File: src/sv/tasl_pkg.sv
// Package with the shared types and constants of the tachometer block.
`timescale 1ns / 1ps
`default_nettype none

package tasl_pkg;

    localparam int PERIOD_W = 16;
    localparam int CYL_W    = 4;
    localparam int FILT_W   = 4;
    localparam int THR_W    = 14;
    localparam int RPM_W    = 16;
    localparam int SUM_W    = 23;
    localparam int CNT_W    = 7;
    localparam int CFG_IDX_W  = 2;
    localparam int CFG_DATA_W = 14;

    localparam int DIV_W = 27;
    localparam int DSR_W = PERIOD_W + CYL_W;
    localparam int DIV_CNT_W = $clog2(DIV_W);

    localparam logic [DIV_W-1:0]  RPM_NUMERATOR = DIV_W'(120000000);
    localparam logic [THR_W-1:0]  HYSTERESIS    = THR_W'(100);
    localparam logic [FILT_W-1:0] FILT_MIN      = FILT_W'(1);
    localparam logic [FILT_W-1:0] FILT_MAX      = FILT_W'(10);

    localparam logic [CYL_W-1:0]  CYL_RESET  = CYL_W'(4);
    localparam logic [FILT_W-1:0] FILT_RESET = FILT_W'(1);
    localparam logic [THR_W-1:0]  THR_RESET  = THR_W'(5000);

    localparam logic [CFG_IDX_W-1:0] CFG_CYLINDER_COUNT  = 2'd0;
    localparam logic [CFG_IDX_W-1:0] CFG_FILTER_LEVEL    = 2'd1;
    localparam logic [CFG_IDX_W-1:0] CFG_SHIFT_THRESHOLD = 2'd2;

    typedef enum logic [2:0] {
        ST_IDLE,
        ST_DIV_RPM,
        ST_ACCUM,
        ST_DIV_AVG,
        ST_PUBLISH,
        ST_DONE
    } tasl_state_t;

    typedef struct packed {
        logic capture;
        logic div_step;
        logic accumulate;
        logic publish;
        logic finish;
    } tasl_cmd_t;

    typedef struct packed {
        logic div_last;
        logic avg_due;
    } tasl_status_t;

endpackage
`default_nettype wire

File: src/sv/tasl_div.sv
// Restoring divider that produces one quotient bit per cycle while step is asserted.
`timescale 1ns / 1ps
`default_nettype none

module tasl_div (
    input  wire logic                        aclk,
    input  wire logic                        aresetn,
    input  wire logic                        load,
    input  wire logic                        step,
    input  wire logic [tasl_pkg::DIV_W-1:0]  dividend,
    input  wire logic [tasl_pkg::DSR_W-1:0]  divisor,
    output logic      [tasl_pkg::DIV_W-1:0]  quotient,
    output logic                             last
);

    logic [tasl_pkg::DIV_W-1:0]     quo_reg, quo_next;
    logic [tasl_pkg::DSR_W-1:0]     rem_reg, rem_next;
    logic [tasl_pkg::DSR_W-1:0]     dsr_reg, dsr_next;
    logic [tasl_pkg::DIV_CNT_W-1:0] cnt_reg, cnt_next;
    logic [tasl_pkg::DSR_W:0]       trial;
    logic [tasl_pkg::DSR_W:0]       diff;

    always_comb begin
        trial    = {rem_reg, quo_reg[tasl_pkg::DIV_W-1]};
        diff     = trial - {1'b0, dsr_reg};
        quo_next = quo_reg;
        rem_next = rem_reg;
        dsr_next = dsr_reg;
        cnt_next = cnt_reg;
        if (load) begin
            quo_next = dividend;
            rem_next = '0;
            dsr_next = divisor;
            cnt_next = tasl_pkg::DIV_CNT_W'(tasl_pkg::DIV_W - 1);
        end else if (step) begin
            if (trial >= {1'b0, dsr_reg}) begin
                rem_next = diff[tasl_pkg::DSR_W-1:0];
                quo_next = {quo_reg[tasl_pkg::DIV_W-2:0], 1'b1};
            end else begin
                rem_next = trial[tasl_pkg::DSR_W-1:0];
                quo_next = {quo_reg[tasl_pkg::DIV_W-2:0], 1'b0};
            end
            cnt_next = cnt_reg - tasl_pkg::DIV_CNT_W'(1);
        end
    end

    always_ff @(posedge aclk) begin
        quo_reg <= quo_next;
        rem_reg <= rem_next;
        dsr_reg <= dsr_next;
        if (!aresetn) begin
            cnt_reg <= '0;
        end else begin
            cnt_reg <= cnt_next;
        end
    end

    assign quotient = quo_reg;
    assign last     = (cnt_reg == '0);

endmodule
`default_nettype wire

File: src/sv/tasl_datapath.sv
// Datapath: configuration registers, RPM sum, averaging, shift light and result register.
`timescale 1ns / 1ps
`default_nettype none

module tasl_datapath (
    input  wire logic                            aclk,
    input  wire logic                            aresetn,
    input  wire tasl_pkg::tasl_cmd_t             cmd,
    output tasl_pkg::tasl_status_t               status,
    input  wire logic                            cfg_write,
    input  wire logic [tasl_pkg::CFG_IDX_W-1:0]  cfg_index,
    input  wire logic [tasl_pkg::CFG_DATA_W-1:0] cfg_data,
    input  wire logic [tasl_pkg::PERIOD_W-1:0]   s_pulse_period,
    input  wire logic                            s_overflow,
    output logic      [tasl_pkg::RPM_W-1:0]      m_rpm,
    output logic                                 m_shift_light,
    output logic                                 m_average_ready
);

    logic [tasl_pkg::CYL_W-1:0]  cyl_reg;
    logic [tasl_pkg::FILT_W-1:0] filt_reg;
    logic [tasl_pkg::THR_W-1:0]  thr_reg;

    logic [tasl_pkg::SUM_W-1:0]  sum_reg, sum_next;
    logic [tasl_pkg::CNT_W-1:0]  count_reg, count_next;
    logic [tasl_pkg::RPM_W-1:0]  rpm_value_reg, rpm_value_next;
    logic                        light_reg, light_next;
    logic                        ovf_reg;
    logic                        zero_div_reg;
    logic                        ready_reg;
    logic [tasl_pkg::RPM_W-1:0]  out_rpm_reg;
    logic                        out_light_reg;
    logic                        out_ready_reg;

    logic [tasl_pkg::DSR_W-1:0]  product;
    logic [tasl_pkg::FILT_W-1:0] level;
    logic [tasl_pkg::CNT_W-1:0]  target;
    logic [tasl_pkg::RPM_W-1:0]  instant;
    logic [tasl_pkg::SUM_W-1:0]  sum_add;
    logic [tasl_pkg::CNT_W-1:0]  count_inc;
    logic                        avg_due;
    logic [tasl_pkg::RPM_W-1:0]  rpm_final;
    logic [tasl_pkg::THR_W-1:0]  off_level;

    logic                        div_load;
    logic [tasl_pkg::DIV_W-1:0]  div_dividend;
    logic [tasl_pkg::DSR_W-1:0]  div_divisor;
    logic [tasl_pkg::DIV_W-1:0]  quotient;
    logic                        div_last;

    tasl_div u_div (
        .aclk     (aclk),
        .aresetn  (aresetn),
        .load     (div_load),
        .step     (cmd.div_step),
        .dividend (div_dividend),
        .divisor  (div_divisor),
        .quotient (quotient),
        .last     (div_last)
    );

    always_comb begin
        product = s_overflow ? '0
                : tasl_pkg::DSR_W'(s_pulse_period) * tasl_pkg::DSR_W'(cyl_reg);

        if (filt_reg < tasl_pkg::FILT_MIN) begin
            level = tasl_pkg::FILT_MIN;
        end else if (filt_reg > tasl_pkg::FILT_MAX) begin
            level = tasl_pkg::FILT_MAX;
        end else begin
            level = filt_reg;
        end
        target = {level, 3'b000} + {2'b00, level, 1'b0};

        if (zero_div_reg) begin
            instant = '0;
        end else if (quotient[tasl_pkg::DIV_W-1:tasl_pkg::RPM_W] != '0) begin
            instant = '1;
        end else begin
            instant = quotient[tasl_pkg::RPM_W-1:0];
        end
        sum_add   = sum_reg + tasl_pkg::SUM_W'(instant);
        count_inc = count_reg + tasl_pkg::CNT_W'(1);
        avg_due   = (count_inc >= target);

        div_load     = cmd.capture || (cmd.accumulate && avg_due);
        div_dividend = cmd.capture ? tasl_pkg::RPM_NUMERATOR : tasl_pkg::DIV_W'(sum_add);
        div_divisor  = cmd.capture ? product : tasl_pkg::DSR_W'(target);

        rpm_final = ovf_reg ? '0 : rpm_value_reg;
        off_level = (thr_reg >= tasl_pkg::HYSTERESIS) ? thr_reg - tasl_pkg::HYSTERESIS : '0;
        light_next = light_reg;
        if (rpm_final >= tasl_pkg::RPM_W'(thr_reg)) begin
            light_next = 1'b1;
        end
        if (rpm_final <= tasl_pkg::RPM_W'(off_level)) begin
            light_next = 1'b0;
        end

        sum_next       = sum_reg;
        count_next     = count_reg;
        rpm_value_next = rpm_value_reg;
        if (cmd.accumulate) begin
            sum_next   = avg_due ? '0 : sum_add;
            count_next = avg_due ? '0 : count_inc;
        end
        if (cmd.publish) begin
            rpm_value_next = quotient[tasl_pkg::RPM_W-1:0];
        end
        if (cmd.finish) begin
            rpm_value_next = rpm_final;
        end
    end

    always_ff @(posedge aclk) begin
        if (cmd.capture) begin
            ovf_reg      <= s_overflow;
            zero_div_reg <= (product == '0);
        end
        if (cmd.accumulate) begin
            ready_reg <= avg_due;
        end
        if (cmd.finish) begin
            out_rpm_reg   <= rpm_final;
            out_light_reg <= light_next;
            out_ready_reg <= ready_reg;
        end
        if (!aresetn) begin
            cyl_reg       <= tasl_pkg::CYL_RESET;
            filt_reg      <= tasl_pkg::FILT_RESET;
            thr_reg       <= tasl_pkg::THR_RESET;
            sum_reg       <= '0;
            count_reg     <= '0;
            rpm_value_reg <= '0;
            light_reg     <= 1'b0;
        end else begin
            if (cfg_write) begin
                unique case (cfg_index)
                    tasl_pkg::CFG_CYLINDER_COUNT: begin
                        cyl_reg <= cfg_data[tasl_pkg::CYL_W-1:0];
                    end
                    tasl_pkg::CFG_FILTER_LEVEL: begin
                        filt_reg <= cfg_data[tasl_pkg::FILT_W-1:0];
                    end
                    tasl_pkg::CFG_SHIFT_THRESHOLD: begin
                        thr_reg <= cfg_data[tasl_pkg::THR_W-1:0];
                    end
                    default: begin
                    end
                endcase
            end
            sum_reg       <= sum_next;
            count_reg     <= count_next;
            rpm_value_reg <= rpm_value_next;
            if (cmd.finish) begin
                light_reg <= light_next;
            end
        end
    end

    assign status.div_last = div_last;
    assign status.avg_due  = avg_due;
    assign m_rpm           = out_rpm_reg;
    assign m_shift_light   = out_light_reg;
    assign m_average_ready = out_ready_reg;

endmodule
`default_nettype wire

File: src/sv/tasl_ctrl.sv
// Controller state machine that sequences the divisions and the result handshake.
`timescale 1ns / 1ps
`default_nettype none

module tasl_ctrl (
    input  wire logic                  aclk,
    input  wire logic                  aresetn,
    input  wire logic                  s_valid,
    output logic                       s_ready,
    output logic                       m_valid,
    input  wire logic                  m_ready,
    input  wire tasl_pkg::tasl_status_t status,
    output tasl_pkg::tasl_cmd_t        cmd
);

    tasl_pkg::tasl_state_t state_reg, state_next;
    logic                  valid_reg, valid_next;

    always_ff @(posedge aclk) begin
        if (!aresetn) begin
            state_reg <= tasl_pkg::ST_IDLE;
            valid_reg <= 1'b0;
        end else begin
            state_reg <= state_next;
            valid_reg <= valid_next;
        end
    end

    always_comb begin
        state_next = state_reg;
        valid_next = valid_reg;
        cmd        = '0;
        s_ready    = 1'b0;
        if (valid_reg && m_ready) begin
            valid_next = 1'b0;
        end
        unique case (state_reg)
            tasl_pkg::ST_IDLE: begin
                s_ready = 1'b1;
                if (s_valid) begin
                    cmd.capture = 1'b1;
                    state_next  = tasl_pkg::ST_DIV_RPM;
                end
            end
            tasl_pkg::ST_DIV_RPM: begin
                cmd.div_step = 1'b1;
                if (status.div_last) begin
                    state_next = tasl_pkg::ST_ACCUM;
                end
            end
            tasl_pkg::ST_ACCUM: begin
                cmd.accumulate = 1'b1;
                state_next = status.avg_due ? tasl_pkg::ST_DIV_AVG : tasl_pkg::ST_DONE;
            end
            tasl_pkg::ST_DIV_AVG: begin
                cmd.div_step = 1'b1;
                if (status.div_last) begin
                    state_next = tasl_pkg::ST_PUBLISH;
                end
            end
            tasl_pkg::ST_PUBLISH: begin
                cmd.publish = 1'b1;
                state_next  = tasl_pkg::ST_DONE;
            end
            tasl_pkg::ST_DONE: begin
                if (!valid_reg || m_ready) begin
                    cmd.finish = 1'b1;
                    valid_next = 1'b1;
                    state_next = tasl_pkg::ST_IDLE;
                end
            end
            default: begin
                state_next = tasl_pkg::ST_IDLE;
            end
        endcase
    end

    assign m_valid = valid_reg;

endmodule
`default_nettype wire

File: src/sv/tachometer_average_shift_light_top.sv
// Top level of the period-based tachometer with averaging and shift light.
//
// Each input beat on s_ carries one captured pulse period in microsecond
// ticks and the timer overflow flag. Every input beat yields exactly one
// result beat on m_ with the published RPM, the shift light and a flag that
// marks a freshly completed average.
// A sample that does not close an average passes through one division for
// the instantaneous RPM before the result is valid; one that does passes
// through a second division for the average as well. A new input beat is
// taken in the cycle after the previous result is loaded. Both divisions
// run on the shared bit-serial divider, the instantaneous RPM first and
// the average after it.
// The result register holds a finished beat while the receiver stalls, and
// the next input beat is still taken; its own result waits until the
// register is free.
// Reset restores cylinder_count 4, filter_level 1, shift_threshold 5000,
// clears the running sum, count, published RPM and light, and drops m_valid.
// Configuration beats are always taken and belong in idle periods.
`timescale 1ns / 1ps
`default_nettype none

module tachometer_average_shift_light_top (
    input  wire logic                            aclk,
    input  wire logic                            aresetn,
    input  wire logic                            cfg_valid,
    output logic                                 cfg_ready,
    input  wire logic [tasl_pkg::CFG_IDX_W-1:0]  cfg_index,
    input  wire logic [tasl_pkg::CFG_DATA_W-1:0] cfg_data,
    input  wire logic                            s_valid,
    output logic                                 s_ready,
    input  wire logic [tasl_pkg::PERIOD_W-1:0]   s_pulse_period,
    input  wire logic                            s_overflow,
    output logic                                 m_valid,
    input  wire logic                            m_ready,
    output logic      [tasl_pkg::RPM_W-1:0]      m_rpm,
    output logic                                 m_shift_light,
    output logic                                 m_average_ready
);

    tasl_pkg::tasl_cmd_t    cmd;
    tasl_pkg::tasl_status_t status;

    assign cfg_ready = 1'b1;

    tasl_ctrl u_ctrl (
        .aclk    (aclk),
        .aresetn (aresetn),
        .s_valid (s_valid),
        .s_ready (s_ready),
        .m_valid (m_valid),
        .m_ready (m_ready),
        .status  (status),
        .cmd     (cmd)
    );

    tasl_datapath u_datapath (
        .aclk            (aclk),
        .aresetn         (aresetn),
        .cmd             (cmd),
        .status          (status),
        .cfg_write       (cfg_valid && cfg_ready),
        .cfg_index       (cfg_index),
        .cfg_data        (cfg_data),
        .s_pulse_period  (s_pulse_period),
        .s_overflow      (s_overflow),
        .m_rpm           (m_rpm),
        .m_shift_light   (m_shift_light),
        .m_average_ready (m_average_ready)
    );

endmodule
`default_nettype wire

File: config.mk
export PLATFORM = sky130hd
export DESIGN_NAME = tachometer_average_shift_light_top
export DESIGN_NICKNAME = d
export VERILOG_FILES = /design/src/sv/tasl_pkg.sv /design/src/sv/tasl_div.sv /design/src/sv/tasl_datapath.sv /design/src/sv/tasl_ctrl.sv /design/src/sv/tachometer_average_shift_light_top.sv
export SDC_FILE = /design/constraint.sdc
export NUM_CORES = 1
export LEC_CHECK = 0
export BUFFER_PORTS_ARGS = -buffer_cell sky130_fd_sc_hd__buf_2
export CORE_UTILIZATION = 50
export DETAILED_ROUTE_END_ITERATION = 6
export GPL_TIMING_DRIVEN = 0
export PLACE_DENSITY = 0.78
export REMOVE_ABC_BUFFERS = 1
export SLEW_MARGIN = 20
export SYNTH_ARGS = -nofsm -noshare
export SYNTH_HDL_FRONTEND = slang
export SYNTH_SLANG_ARGS = --single-unit
export TNS_END_PERCENT = 10
File: constraint.sdc
create_clock -name aclk -period 4.7 [get_ports aclk]
set_clock_uncertainty 0.2 [all_clocks]
set_input_delay 0.705 -clock aclk [delete_from_list [all_inputs] [get_ports aclk]]
set_output_delay 0.705 -clock aclk [all_outputs]
set_load 0.03 [all_outputs]
Yosys cells after proc, flatten, opt, wreduce, memory -nomap -nowiden
Index checks and enable logic that the tools add are counted.
{"block": "word_totals", "regBits": 166, "input_bits": 38, "out_inout_bits": 21, "elab_cells": 103}
{"block": "classes", "add_sub_neg": 6, "mul": 1, "order_cmp": 7, "n_eq_ne": 11, "mux": 38, "bitwise_logic": 1, "n_reduce_logical": 18}
{"operator": "$mux W27", "count": 3}
{"operator": "$mux W16", "count": 5}
{"operator": "$mux W20", "count": 2}
{"operator": "$add A23 B16 Y23", "count": 1}
{"operator": "$mux W23", "count": 1}
{"operator": "$ge A21 B20 Y1", "count": 1}
{"operator": "$logic_not A20 Y1", "count": 1}
{"operator": "$mul A16 B4 Y20", "count": 1}
{"operator": "$sub A20 B20 Y20", "count": 1}
{"operator": "$pmux W3 S6", "count": 1}
{"operator": "$ge A16 B14 Y1", "count": 1}
{"operator": "$le A16 B14 Y1", "count": 1}
{"operator": "$mux W3", "count": 5}
{"operator": "$ge A14 B7 Y1 const B", "count": 1}
{"operator": "$mux W1", "count": 14}
{"operator": "$mux W14", "count": 1}
{"operator": "$mux W7", "count": 2}
{"operator": "$sub A14 B7 Y14 const B", "count": 1}
{"operator": "$reduce_bool A11 Y1", "count": 1}
{"operator": "$mux W5", "count": 2}
{"operator": "$mux W4", "count": 2}
{"operator": "$add A7 B1 Y7 const B", "count": 1}
{"operator": "$add A7 B5 Y7", "count": 1}
{"operator": "$ge A7 B7 Y1", "count": 1}
{"operator": "other kinds (21)", "count": 31}

Longest topological paths before layout
{"block": "depth", "word_depth": 8, "mapped_depth": 16, "ltp_nobuf": 15}

By module
A second synthesis with hierarchy kept.
{"block": "hier_totals", "cells_unflattened": 1398, "area_unflattened_um2": 12344.3}
{"module": "tasl_datapath", "instances": 1, "cells_each": 985, "area_per_inst_um2": 7998.9}
{"module": "tasl_div", "instances": 1, "cells_each": 380, "area_per_inst_um2": 4082.7}
{"module": "tasl_ctrl", "instances": 1, "cells_each": 31, "area_per_inst_um2": 251.5}
{"module": "tachometer_average_shift_light_top", "instances": 1, "cells_each": 2, "area_per_inst_um2": 11.3}

Least setup slack after synthesis
OpenSTA, ideal clock, no wires.
{"block": "synth_path", "kind": "input-to-reg", "startpoint": "in s_pulse_period[0] in the netlist's numbering", "endpoint": "reg u_datapath.zero_div_reg, data pin", "setup_ps": 157, "t_arrival_ps": 3887, "t_required_ps": 4343, "setup_slack_ps": 456, "stages": 13, "n_path_buf": 0, "path_cell_list": "nand2_1 fa_1 fa_1 inv_1 fa_1 a211oi_1 o21ba_2 o21ai_0 o41ai_2 o21ai_0 xnor2_1 o21a_1 nor3_1"}
{"block": "synth_via", "elab_chain_len": 3}
{"item": "start: declaration", "line_no": "tachometer_average_shift_light_top.sv:31", "rtl": "input wire logic [tasl_pkg::PERIOD_W-1:0] s_pulse_period,"}
{"item": "$mul A16 B4 Y20", "line_no": "tasl_datapath.sv:64", "rtl": ": tasl_pkg::DSR_W'(s_pulse_period) * tasl_pkg::DSR_W'(cyl_reg);"}
{"item": "$mux W20", "line_no": "tasl_datapath.sv:63", "rtl": "product = s_overflow ? '0"}
{"item": "$logic_not A20 Y1", "line_no": "tasl_datapath.sv:118", "rtl": "zero_div_reg <= (product == '0);"}
{"item": "end signal: assignment", "line_no": "tasl_datapath.sv:118"}
{"item": "end: declaration", "line_no": "tasl_datapath.sv:29", "rtl": "logic zero_div_reg;"}
Every way passes these cells.
A chain may end at the register's enable or synchronous reset.

Worst setup path in the final report
{"block": "layout_path", "startpoint": "reg u_datapath.cyl_reg[3] in the netlist's numbering", "endpoint": "reg u_datapath.zero_div_reg, data pin"}
{"block": "layout_via", "elab_chain_len": 3}
{"item": "start: declaration", "line_no": "tasl_datapath.sv:20", "rtl": "logic [tasl_pkg::CYL_W-1:0] cyl_reg;"}
{"item": "start signal: assignment", "line_no": "tasl_datapath.sv:129", "rtl": "cyl_reg <= tasl_pkg::CYL_RESET;"}
{"item": "start signal: assignment", "line_no": "tasl_datapath.sv:140", "rtl": "cyl_reg <= cfg_data[tasl_pkg::CYL_W-1:0];"}
{"item": "$mul A16 B4 Y20", "line_no": "tasl_datapath.sv:64"}
{"item": "$mux W20", "line_no": "tasl_datapath.sv:63"}
{"item": "$logic_not A20 Y1", "line_no": "tasl_datapath.sv:118"}
Every way passes these cells.

==> key figures <==
Status
  – Status: finished clean

Yosys
  – Synthesis Warnings: 0
  – Synth Register Bits: 166
  – Synth Flop Type: dfxtp_1
  – Mapped Cells: 1382
  – Mean Syn Cell Area: 8.60 um2
  – Post-synth EDFFs: 68
  – Synth async-reset ratio: 0%
  – Netlist cell types: 77
  – Sequential area share after synthesis: 33.7%
  – Mapped Area: 0.0119 mm2

CTS
  – Clk_lat worst skew: 0.43 ns
  – Inserted Clock Buffers: 17
  – Clk sinks: 166
  – CTS tree: built
  – Clock Tree Buf Depth: 2
  – Post-CTS Hold Buffers: 0
  – Worst-path clk slew: 0.07 ns
  – CTS root buf: clkbuf_16
  – H-tree levels: 4

Timing
  – Fin Setup TNS: 0 ns
  – FMAX: 227 MHz
  – Final period util: 93.8%
  – Slew headroom: 36.4%
  – Fin. max-slew vios: 0
  – Final Setup Violations: 0
  – Fin crit period: 4.41 ns
  – Worst-margin pin slew: 0.952 ns
  – Final hold violation count: 0
  – RSZ-0062 raised after global routing: no

Layout
  – Most frequent cells in the layout: nand2_1 (153), nor2_1 (115), inv_1 (113)
  – Util after Layout: 55.7%
  – Post-Layout Cell Count: 1744
  – Ant diodes: 0
  – Commonest non-fill, non-tap cell in the layout: nand2_1
  – Area Overhead vs Synth: 9.78%
  – Number of flip-flops in the largest register: 27
  – Share of cells above drive strength 1: 9.26%
  – Net count, final: 1582

Critical path
  – CP max-delay cell: fa_1
  – Type of origin of the critical path: flip-flop
  – Setup CP Type: reg2reg
  – Worst stage delay on the critical path: 0.56 ns
  – CP dominant cell by count: fa_1
  – CP Max Fanout: 17
  – R2R Path Start: u_datapath.cyl_reg[3]
  – CP cell instances: nand2_1, fa_1, fa_1, inv_1, ha_1, a21oi_1, o22ai_1, o41ai_2, o21ai_0, xnor2_1, and4b_1, a31oi_1, nor3_1
  – Critical path buffer and inverter count: 1
  – R2R setup slack: 0.29 ns
  – Req. time, crit path: 4.75 ns
  – CP delay by family, top: adder cells
  – CP endpoint kind: flip-flop
  – Data arrival, critical path: 4.46 ns
  – Worst setup startpoint: u_datapath.cyl_reg[3]

Routing
  – DRT iter0 DRCs: 641
  – Remaining DRCs: 0
  – DR vias: 9840
  – DRT Pass-1 Iters: 6
  – WL/cell: 15.1 um
  – WL final: 26300 um
  – Via density: 5.64
  – Routed Antenna Nets: 0

Global routing
  – First-pass GRT wire length: 44200 um
  – Vias in the first global route: 9360
  – Antenna violations before repair: 1
  – Total GRT Usage: 22.2%
  – Total congestion overflow: 0
  – Pin count of the biggest net entering global routing: 65

Floorplanning
  – Die area: 0.0244 mm2
  – Die Height: 156 um
  – Die Wd: 156 um
  – Core Box Area: 0.0234 mm2
  – Num ports: 59
  – Starting Density: 50.8%
  – FP Rows: 56

Pwr
  – Power per cell area: 506 mW/mm2
  – Peak supply drop: 0.279 mV
  – Static leakage: 5.66 nW

Placed design
  – PortBufs: 57
  – Placed cells: 1706
  – Dpl hpwl: 19000 um
  – Routability Congestion: 0.861

Job
  – Maxcap violations: 0

Min path
  – HP Start: u_datapath.ready_reg
  – Hold Path Class: reg2reg
## final cells by class
type,count,area [um2]
Fill cell,2091,10400
Tap cell,319,399
Timing Repair Buffer,65,369
Multi-Input combinational cell,1044,7240
Timing Repair inverter,1,7.51
Sequential cell,166,4010
Clock inverter,13,134
Clock buffer,19,443
Inverter,117,448
## final timing paths
kind,cells past startpoint,end
setup / recovery,13,u_datapath.zero_div_reg
hold reg to reg,0,u_datapath.m_average_ready
hold / removal,0,u_datapath.m_average_ready
setup reg to reg,13,u_datapath.zero_div_reg
## cells in the mapped netlist, drive strengths merged, types with 3 or more instances
| master | number | area (um2) |
|---|---|---|
| a41oi | 4 | 35.0 |
| a31oi | 14 | 93.8 |
| nand3 | 47 | 235 |
| o21bai | 8 | 60.1 |
| dfxtp | 98 | 1960 |
| nor3b | 3 | 22.5 |
| nand4 | 10 | 62.6 |
| a21oi | 84 | 424 |
| and3 | 9 | 56.3 |
| inv | 117 | 442 |
| o21ai | 73 | 365 |
| o211ai | 11 | 87.6 |
| nor2b | 23 | 144 |
| clkbuf | 41 | 154 |
| nand2b | 13 | 88.8 |
| o21a | 16 | 120 |
| nor4b | 3 | 32.5 |
| a21o | 22 | 165 |
| mux2i | 26 | 260 |
| o22ai | 4 | 25.0 |
| nor4 | 7 | 43.8 |
| ha | 101 | 1260 |
| and2 | 50 | 313 |
| xnor2 | 41 | 359 |
| edfxtp | 68 | 2040 |
| nand3b | 12 | 90.1 |
| nor2 | 120 | 465 |
| a22oi | 19 | 143 |
| a2111oi | 3 | 45.1 |
| nor3 | 42 | 210 |
| fa | 31 | 621 |
| o41ai | 4 | 50.1 |
| xor2 | 28 | 245 |
| buf | 14 | 90.1 |
| a211oi | 10 | 75.1 |
| or2 | 5 | 31.3 |
| nand2 | 156 | 588 |
| or3 | 12 | 75.1 |
| o31ai | 4 | 30.0 |
| o2111ai | 4 | 35.0 |
## where the power goes
group	internal, mW	total, mW	leakage [nW]	switching (mW)
clock	0.720	1.36	0.277	0.645
sequential	1.98	2.27	1.46	0.290
combinational	1.17	2.97	3.92	1.80
## per-stage QoR
| stage | setup slack (ns) | cell area (um2) | hold slack, ns | power [mW] |
|---|---|---|---|---|
| CTS | 0.00783 | 13000 | 0.226 | 6.53 |
| global placement | -1.68 | 12300 | 0.205 | 4.99 |
| floorplan | 0.109 | 11600 | 0.200 | 4.40 |
| global route | 0.00519 | 13000 | 0.240 | 7.05 |
| finish | 0.291 | 13000 | 0.223 | 6.60 |
| detailed placement | -1.11 | 12400 | 0.209 | 5.11 |
## what timing repair did
| item | CTS | global route |
|---|---|---|
| gates resized for setup | 6 | 4 |
| pin swaps | 1 | 0 |
| buffers inserted | 2 | 3 |
| setup endpoints to repair | 52 | 37 |
| cloned | 1 | 0 |
## routing by layer
layer	track usage [%]	up-vias	routed length [um]
met3	3.36	35	1170
li1	-	4865	-
met5	0	-	0
met4	7.94	0	454
met2	37.2	238	12500
met1	29.1	4702	12200
## logic make-up (layout without fill, tap and decap cells)
kind of cell / count (synthesis) / in the layout / share of synthesized area, %
AO/OA/AOI/OAI: 295 / 295 / 16.0
XOR/XNOR: 69 / 69 / 5.09
adder cells (fa/ha/maj): 132 / 132 / 15.9
buffers and inverters: 172 / 215 / 5.77
flip-flops: 166 / 166 / 33.7
multiplexers: 27 / 27 / 2.29
other: 1 / 1 / 0.0316
AND/OR/NAND/NOR: 520 / 520 / 21.3
No activity file was read; power rests on OpenSTA's default activity.
